File: config.mk
export PLATFORM = sky130hd
export DESIGN_NAME = integer_to_text_formatter
export DESIGN_NICKNAME = d
export VERILOG_FILES = /design/src/itf_pkg.sv /design/src/itf_ctrl.sv /design/src/itf_dpath.sv /design/src/integer_to_text_formatter.sv
export SDC_FILE = /design/constraint.sdc
export NUM_CORES = 1
export LEC_CHECK = 0
export BUFFER_PORTS_ARGS = -buffer_cell sky130_fd_sc_hd__buf_4
export CAP_MARGIN = 30
export CELL_PAD_IN_SITES_DETAIL_PLACEMENT = 1
export CELL_PAD_IN_SITES_GLOBAL_PLACEMENT = 1
export CORE_AREA = 3 3 126 128
export CTS_CLUSTER_SIZE = 12
export DETAILED_ROUTE_END_ITERATION = 10
export DIE_AREA = 0 0 129 131
export PLACE_DENSITY = 0.88
export SLEW_MARGIN = 20
export SYNTH_ARGS = -nofsm -noshare
export SYNTH_HDL_FRONTEND = slang
export SYNTH_HIERARCHICAL = 1
export SYNTH_SLANG_ARGS = --single-unit
File: constraint.sdc
create_clock -name clk -period 5.2 [get_ports clk]
set_clock_uncertainty 0.1 [all_clocks]
set_input_delay 0.26 -clock clk [delete_from_list [all_inputs] [get_ports clk]]
set_output_delay 0.26 -clock clk [all_outputs]
set_load 0.05 [all_outputs]
File: src/itf_pkg.sv
`timescale 1ns / 1ps

package itf_pkg;

  localparam int MAX_WIDTH = 63;
  localparam int NUM_BITS  = 32;
  localparam int NUM_DIGITS = 10;

  localparam logic [2:0] CMD_SDEC = 3'd0;
  localparam logic [2:0] CMD_UDEC = 3'd1;
  localparam logic [2:0] CMD_LHEX = 3'd2;
  localparam logic [2:0] CMD_UHEX = 3'd3;
  localparam logic [2:0] CMD_PTR  = 3'd4;

  localparam logic [7:0] CH_MINUS  = 8'h2D;
  localparam logic [7:0] CH_ZERO   = 8'h30;
  localparam logic [7:0] CH_SPACE  = 8'h20;
  localparam logic [7:0] CH_X      = 8'h78;
  localparam logic [7:0] CH_LOWER_A = 8'h61;
  localparam logic [7:0] CASE_SHIFT = 8'd32;

  typedef struct packed {
    logic [2:0]  command;
    logic [31:0] number;
    logic [5:0]  field_width;
    logic        pad_zero;
  } item_t;

  typedef struct packed {
    logic [7:0] character;
    logic       last;
  } text_t;

  typedef enum logic [1:0] {
    ST_IDLE,
    ST_CONVERT,
    ST_SIZE,
    ST_EMIT
  } state_t;

  typedef struct packed {
    logic load;
    logic step;
    logic size;
    logic emit;
  } ctl_cmd_t;

  typedef struct packed {
    logic cmd_ok;
    logic cmd_dec;
    logic conv_done;
    logic out_free;
    logic emit_last;
  } dp_status_t;

  function automatic logic [7:0] digit_char(input logic [3:0] d, input logic upper);
    logic [7:0] ch;
    if (d < 4'd10) begin
      ch = CH_ZERO + {4'b0, d};
    end else begin
      ch = CH_LOWER_A + {4'b0, d} - 8'd10;
      if (upper) begin
        ch = ch - CASE_SHIFT;
      end
    end
    return ch;
  endfunction

endpackage

File: src/itf_ctrl.sv
`timescale 1ns / 1ps

module itf_ctrl (
  input  logic                  clk,
  input  logic                  rst,
  input  logic                  item_valid,
  output logic                  item_stall,
  input  itf_pkg::dp_status_t   status,
  output itf_pkg::ctl_cmd_t     cmd
);

  itf_pkg::state_t state, state_next;

  always_ff @(posedge clk) begin
    if (rst) begin
      state <= itf_pkg::ST_IDLE;
    end else begin
      state <= state_next;
    end
  end

  always_comb begin
    state_next = state;
    cmd        = '0;
    item_stall = (state != itf_pkg::ST_IDLE);
    unique case (state)
      itf_pkg::ST_IDLE: begin
        if (item_valid && status.cmd_ok) begin
          cmd.load   = 1'b1;
          state_next = status.cmd_dec ? itf_pkg::ST_CONVERT : itf_pkg::ST_SIZE;
        end
      end
      itf_pkg::ST_CONVERT: begin
        cmd.step = 1'b1;
        if (status.conv_done) begin
          state_next = itf_pkg::ST_SIZE;
        end
      end
      itf_pkg::ST_SIZE: begin
        cmd.size   = 1'b1;
        state_next = itf_pkg::ST_EMIT;
      end
      itf_pkg::ST_EMIT: begin
        if (status.out_free) begin
          cmd.emit = 1'b1;
          if (status.emit_last) begin
            state_next = itf_pkg::ST_IDLE;
          end
        end
      end
      default: begin
        state_next = itf_pkg::ST_IDLE;
      end
    endcase
  end

`ifndef ASSERT_OFF
  a_one_cmd: assert property (@(posedge clk) disable iff (rst)
    $onehot0({cmd.load, cmd.step, cmd.size, cmd.emit}))
    else $error("more than one datapath command at once");

  a_emit_free: assert property (@(posedge clk) disable iff (rst)
    cmd.emit |-> status.out_free)
    else $error("emit while output register is occupied");

  a_size_then_emit: assert property (@(posedge clk) disable iff (rst)
    cmd.size |=> state == itf_pkg::ST_EMIT)
    else $error("size step not followed by emit phase");
`endif

endmodule

File: src/itf_dpath.sv
`timescale 1ns / 1ps

module itf_dpath (
  input  logic                  clk,
  input  logic                  rst,
  input  itf_pkg::item_t        item,
  output logic                  text_valid,
  input  logic                  text_stall,
  output itf_pkg::text_t        text,
  input  itf_pkg::ctl_cmd_t     cmd,
  output itf_pkg::dp_status_t   status
);

  logic [9:0][3:0] dig;
  logic [31:0]     bin;
  logic [4:0]      cnt;
  logic [5:0]      width;
  logic            neg;
  logic            ptr;
  logic            upper;
  logic            pad_zero;
  logic [1:0]      pre;
  logic [5:0]      pad_left;
  logic [1:0]      pre_left;
  logic [3:0]      dig_left;

  logic            in_neg;
  logic            in_hex;
  logic            in_ptr;
  logic [31:0]     in_mag;
  logic [5:0]      in_width;
  logic [9:0][3:0] adj;
  logic [40:0]     shifted;
  logic [3:0]      ndig;
  logic [3:0]      len;
  logic [5:0]      pad;
  logic [7:0]      sel_char;
  logic            sel_last;

  always_comb begin
    in_neg   = (item.command == itf_pkg::CMD_SDEC) && item.number[31];
    in_mag   = in_neg ? (32'd0 - item.number) : item.number;
    in_ptr   = (item.command == itf_pkg::CMD_PTR);
    in_hex   = (item.command == itf_pkg::CMD_LHEX) || (item.command == itf_pkg::CMD_UHEX)
               || in_ptr;
    in_width = (item.field_width > 6'(itf_pkg::MAX_WIDTH)) ? 6'(itf_pkg::MAX_WIDTH)
               : item.field_width;
  end

  always_comb begin
    for (int i = 0; i < itf_pkg::NUM_DIGITS; i++) begin
      adj[i] = (dig[i] >= 4'd5) ? (dig[i] + 4'd3) : dig[i];
    end
    shifted = {adj, bin[31]};
  end

  always_comb begin
    ndig = 4'd1;
    for (int i = 0; i < itf_pkg::NUM_DIGITS; i++) begin
      if (dig[i] != 4'd0) begin
        ndig = 4'(i + 1);
      end
    end
    len = ndig + {2'b0, pre};
    pad = (width > {2'b0, len}) ? (width - {2'b0, len}) : 6'd0;
  end

  always_comb begin
    sel_last = (pad_left == 6'd0) && (pre_left == 2'd0) && (dig_left == 4'd1);
    if (pad_left != 6'd0) begin
      sel_char = pad_zero ? itf_pkg::CH_ZERO : itf_pkg::CH_SPACE;
    end else if (pre_left != 2'd0) begin
      if (neg) begin
        sel_char = itf_pkg::CH_MINUS;
      end else begin
        sel_char = (pre_left == 2'd2) ? itf_pkg::CH_ZERO : itf_pkg::CH_X;
      end
    end else begin
      sel_char = itf_pkg::digit_char(dig[dig_left - 4'd1], upper);
    end
  end

  always_ff @(posedge clk) begin
    if (cmd.load) begin
      neg      <= in_neg;
      ptr      <= in_ptr;
      upper    <= (item.command == itf_pkg::CMD_UHEX);
      pad_zero <= item.pad_zero;
      width    <= in_ptr ? 6'd0 : in_width;
      pre      <= in_neg ? 2'd1 : (in_ptr ? 2'd2 : 2'd0);
      bin      <= in_mag;
      dig      <= in_hex ? {8'h00, in_mag} : 40'd0;
      cnt      <= 5'd0;
    end
    if (cmd.step) begin
      dig <= shifted[39:0];
      bin <= {bin[30:0], 1'b0};
      cnt <= cnt + 5'd1;
    end
    if (cmd.size) begin
      dig_left <= ndig;
      pad_left <= pad;
      pre_left <= pre;
    end
    if (cmd.emit) begin
      text.character <= sel_char;
      text.last      <= sel_last;
      if (pad_left != 6'd0) begin
        pad_left <= pad_left - 6'd1;
      end else if (pre_left != 2'd0) begin
        pre_left <= pre_left - 2'd1;
      end else begin
        dig_left <= dig_left - 4'd1;
      end
    end
  end

  always_ff @(posedge clk) begin
    if (rst) begin
      text_valid <= 1'b0;
    end else if (cmd.emit) begin
      text_valid <= 1'b1;
    end else if (!text_stall) begin
      text_valid <= 1'b0;
    end
  end

  always_comb begin
    status.cmd_ok    = (item.command <= itf_pkg::CMD_PTR);
    status.cmd_dec   = (item.command == itf_pkg::CMD_SDEC)
                       || (item.command == itf_pkg::CMD_UDEC);
    status.conv_done = (cnt == 5'(itf_pkg::NUM_BITS - 1));
    status.out_free  = !text_valid || !text_stall;
    status.emit_last = sel_last;
  end

`ifndef ASSERT_OFF
  a_digits_left: assert property (@(posedge clk) disable iff (rst)
    cmd.emit |-> (dig_left != 4'd0) && (dig_left <= 4'(itf_pkg::NUM_DIGITS)))
    else $error("digit counter out of range during emit");

  a_prefix_range: assert property (@(posedge clk) disable iff (rst)
    cmd.emit |-> (pre_left <= 2'd2) && !(ptr && neg))
    else $error("prefix counter out of range");

  a_emit_valid: assert property (@(posedge clk) disable iff (rst)
    cmd.emit |=> text_valid && (text.last == $past(sel_last)))
    else $error("emitted character not presented");
`endif

endmodule

File: src/integer_to_text_formatter.sv
`timescale 1ns / 1ps

// Channel | Handshake               | Payload
// item    | item_valid, item_stall  | itf_pkg::item_t (command, number, field_width, pad_zero)
// text    | text_valid, text_stall  | itf_pkg::text_t (character, last)
//
// Decimal requests: an accept step, binary-to-BCD conversion (one bit per cycle), a sizing
// step, then one character per cycle while the text channel is not stalled. Hex and pointer
// requests skip the conversion. Commands 5 to 7 are accepted and dropped with no output.
// rst is synchronous and clears the controller state and the output valid.
// A stalled text channel holds emission; item_stall is high until the last character
// of the current request is loaded into the output register.

module integer_to_text_formatter (
  input  logic            clk,
  input  logic            rst,
  input  logic            item_valid,
  output logic            item_stall,
  input  itf_pkg::item_t  item,
  output logic            text_valid,
  input  logic            text_stall,
  output itf_pkg::text_t  text
);

  itf_pkg::ctl_cmd_t   cmd;
  itf_pkg::dp_status_t status;

  itf_ctrl u_ctrl (
    .clk        (clk),
    .rst        (rst),
    .item_valid (item_valid),
    .item_stall (item_stall),
    .status     (status),
    .cmd        (cmd)
  );

  itf_dpath u_dpath (
    .clk        (clk),
    .rst        (rst),
    .item       (item),
    .text_valid (text_valid),
    .text_stall (text_stall),
    .text       (text),
    .cmd        (cmd),
    .status     (status)
  );

endmodule

==> reports/metrics.csv <==
stage,metric,value,unit
global_route,met2 GRT Util,42.0,%
sta,Fmax,0.213,GHz
sta,WHS,0.0418,ns
global_route,grt ovf,0,
pwr,VDD IR-drop max,0.000219,V
logic_synthesis,mapped cell area,7100,um^2
logic_synthesis,Syn Inst Count,707,
outcome,status,"complete, no violations",
sta,Period minus WS final,4.70,ns
logic_synthesis,"EDFF count, synth",95,
critical_path,Worst Path Arrival,4.85,ns
die,top-level I/O count,57,
place,Area after DPL,7660,um^2
die,Die Ht,131,um
worst_hold_path,hold path depth,3,
critical_path,maximum fanout along the worst path,5,
final_layout,Final nets,842,
routing,vias,5665,
flow_run,maxcap violations,0,
final_layout,n_diodes,0,
sta,post-route worst setup slack,0.497,ns
critical_path,flop2flop setup slack,0.50,ns
routing,post-DR vias/cell,5.98,
routing,initial drt markers,343,
critical_path,CP Class,flop to flop,
global_route,largest net degree at the start of global routing,40,
logic_synthesis,"flops & latches, synth",111,
critical_path,R2R cell count,17,
die,die footprint,16900,um^2
pwr,sequential share of power,38.1,%
pwr,clock network power share,16.6,%
logic_synthesis,synthesized area per cell,10.0,um^2
global_route,GRT busiest layer,met2,
final_layout,share of cells above drive strength 1,14.5,%
place,routability cong.,0.819,
pwr,internal power,2.53,mW
sta,Tcrit/Tclk final,90.4,%
place,Inst Count DP,928,
die,Initial Utilization,47.4,%
pwr,PwrDens,534,nW/um^2
final_layout,Register Area,3170,um^2
sta,RSZ-0062 raised after global routing,no,
die,row cnt,45,
sta,"Hold Violations, Final",0,
global_route,GRT Overall Usage,23.1,%
routing,Pre-antenna DRT Iters,4,
place,I/O Buffers,55,
die,Die W,129,um
final_layout,fin area,8010,um^2
critical_path,crit end category,flop,
pwr,sw frac,40.8,%
routing,drt total wl,18900,um
clocking,clock latency on the worst-skew pair,0.36,ns
pwr,leakage power,2.96,nW
logic_synthesis,share of the synthesized area in the top cell type,40.2,%
critical_path,CP Launch Type,flop,
clocking,Worst-path clk slew,0.07,ns
critical_path,reg2reg end,u_dpath/pad_left[2],
logic_synthesis,Synth area leaders,"edfxtp_1, ha_1, o21ai_0, dfxtp_1, nand2_1",
global_route,first-pass GRT wire length,30900,um
place,HPWL after DPL,14100,um
logic_synthesis,largest area contributor in the netlist,edfxtp_1,
final_layout,multi-input combinational cell area,3650,um^2
sta,final setup fails,0,
global_route,GR Layer Usage met3,3.05,%
pwr,logic gate share of total power,45.3,%
clocking,CTS tree,built,
logic_synthesis,"Async S/R FF share, synth",0,%
die,core box area,15000,um^2
sta,Worst Tran Pin Value,0.888,ns
worst_hold_path,hold crit path type,input pin to flop,
global_route,met1 Resource Use GR,27.7,%
final_layout,Syn-to-layout area delta,12.7,%
clocking,H-Tree Depth,3,
clocking,CTS root buffer,clkbuf_16,
routing,Final ANT Viol Nets,0,
critical_path,Critical Path RT,5.35,ns
sta,Max Slew Vio Count,0,
clocking,Max clock buf depth,2,
final_layout,Filler cells,1636,
global_route,vias in the first global route,6019,
logic_synthesis,Syn. warnings,6,
routing,DRC,0,
critical_path,CP startpoint,u_dpath/dig[8],
clocking,Num CTS Buffers,9,
logic_synthesis,"Distinct cells, synth",73,
logic_synthesis,syn nets,794,
sta,Max transition margin,40.6,%
pwr,NetSw,1.74,mW
final_layout,Finished Layout Cells,948,
logic_synthesis,register area share after synthesis,44.7,%
clocking,CTS sink count,111,
routing,WL per Instance,19.9,um
global_route,initial antenna violation count,0,
sta,TNS Setup,0,ns
critical_path,worst reg2reg startpoint,u_dpath/dig[8],
place,post-place setup slack,0.628,ns
logic_synthesis,Most used DFF post-synth,edfxtp_1,
critical_path,Worst Setup EP,u_dpath/pad_left[2],
## cell type report
class | count | share of cell area [%]
Multi-Input combinational cell | 527 | 45.5
Sequential cell | 111 | 39.6
Timing Repair Buffer | 64 | 6.19
Tap cell | 188 | 2.94
Clock buffer | 10 | 2.86
Inverter | 42 | 1.97
Clock inverter | 6 | 0.860
## Yosys cell counts (all sizes together), types with 5 or more instances
library cell and n:
a21oi 50, and3 7, buf 5, clkbuf 22
dfxtp 16, edfxtp 95, ha 39, inv 42
mux2i 12, mux4 8, nand2 75, nand2b 16
nand3 6, nor2 45, nor2b 8, nor3 6
nor3b 14, nor4 6, o21ai 79, o22ai 18
o31ai 8, or3 5, or3b 5, xnor2 26
xor2 31
## layer usage
layer  wire length, um  part of all wire (%)
met1              7630                    40
met2             10100                    54
met3               691                   3.7
met4               471                   2.5
met5                 0                     0
## power groups by stage
| stage | registers, mW | logic (mW) | clock network, mW |
|---|---|---|---|
| 2_1_floorplan | 1.58 | 1.40 | 0 |
| 3_3_place_gp | 1.61 | 1.75 | 0 |
| 3_5_place_dp | 1.65 | 1.89 | 0 |
| 4_1_cts | 1.63 | 1.92 | 0.722 |
| 5_1_grt | 1.67 | 2.15 | 0.760 |
| 6_report | 1.63 | 1.94 | 0.711 |
## how the worst min path moves through the flow
stage | start | to
after floorplan | rst | u_dpath/text_valid
after global placement | item[0] | u_dpath/pad_zero
after detailed placement | rst | u_dpath/text_valid
after CTS | text_stall | u_dpath/text_valid
after global routing | text_stall | u_dpath/text_valid
final | text_stall | u_dpath/text_valid
## through the flow
| step | total power [mW] | utilization [%] |
|---|---|---|
| 2_1_floorplan | 2.98 | - |
| 3_3_place_gp | 3.36 | 51.2 |
| 3_5_place_dp | 3.54 | 51.2 |
| 4_1_cts | 4.27 | 53.3 |
| 5_1_grt | 4.58 | 53.5 |
| 6_report | 4.28 | 53.5 |
## cells by family after synthesis
family,share of synthesized area (%)
buffers and inverters,3.98
DFF,44.7
adders and majority gates,7.43
other,0.0528
AOI/OAI and AO/OA,16.6
xor gates and xnor gates,7.14
and+or+nand+nor,15.4
muxes,4.70
## worst max-delay path: stages (launching register included)
cell,delay [ns]
edfxtp_1,0.44
inv_1,0.14
ha_1,0.26
or3b_2,0.48
o211ai_1,0.17
a21oi_1,0.08
o21ai_0,0.16
a21oi_1,0.11
ha_1,0.25
fa_1,0.38
xor2_1,0.18
ha_1,0.33
nor2b_1,0.15
o21ai_0,0.31
a21oi_1,0.16
o31ai_1,0.39
a21oi_1,0.15
a221o_1,0.36
## what timing repair did
action / CTS / global route
hold endpoints to repair: 4 / 0
buffers inserted: 0 / 0
resized for setup: 0 / 0
hold buffers: 2 / 0
## state kept, by name, indices dropped and copies added, names as in the netlist
signal / flops
u_dpath/dig_left: 4
u_dpath/text: 8
u_dpath/pad_left: 6
u_dpath/pre: 2
u_dpath/width: 6
u_dpath/bin: 32
u_dpath/dig: 40
u_dpath/text_valid: 1
u_ctrl/state: 2
u_dpath/cnt: 5
u_dpath/neg: 1
u_dpath/pad_zero: 1
u_dpath/pre_left: 2
u_dpath/upper: 1
## layout by cell type (no fill, tap or decap), types with 3 or more instances in the layout
| cell | netlist | routed |
|---|---|---|
| a211oi_1 | 4 | 4 |
| a21boi_0 | 3 | 3 |
| a21oi_1 | 50 | 50 |
| a221o_1 | 4 | 4 |
| a31oi_1 | 3 | 3 |
| and2_1 | 4 | 4 |
| and3_1 | 5 | 5 |
| buf_4 | 2 | 60 |
| clkbuf_16 | 0 | 9 |
| dfxtp_1 | 16 | 16 |
| edfxtp_1 | 95 | 95 |
| ha_1 | 39 | 39 |
| inv_1 | 41 | 41 |
| mux2_2 | 3 | 3 |
| mux2i_1 | 12 | 12 |
| mux4_2 | 8 | 8 |
| nand2_1 | 75 | 75 |
| nand2b_1 | 16 | 16 |
| nand3_1 | 5 | 5 |
| nor2_1 | 45 | 45 |
| nor2b_1 | 8 | 8 |
| nor3_1 | 6 | 6 |
| nor3b_1 | 14 | 14 |
| nor4_1 | 3 | 3 |
| o211ai_1 | 3 | 3 |
| o21ai_0 | 71 | 71 |
| o21ai_1 | 7 | 7 |
| o22ai_1 | 17 | 17 |
| o31ai_1 | 6 | 6 |
| o32ai_1 | 4 | 4 |
| o41ai_1 | 3 | 3 |
| or3_1 | 5 | 5 |
| or3b_2 | 3 | 3 |
| xnor2_1 | 25 | 25 |
| xor2_1 | 31 | 31 |
No activity file was read; power rests on OpenSTA's default activity.
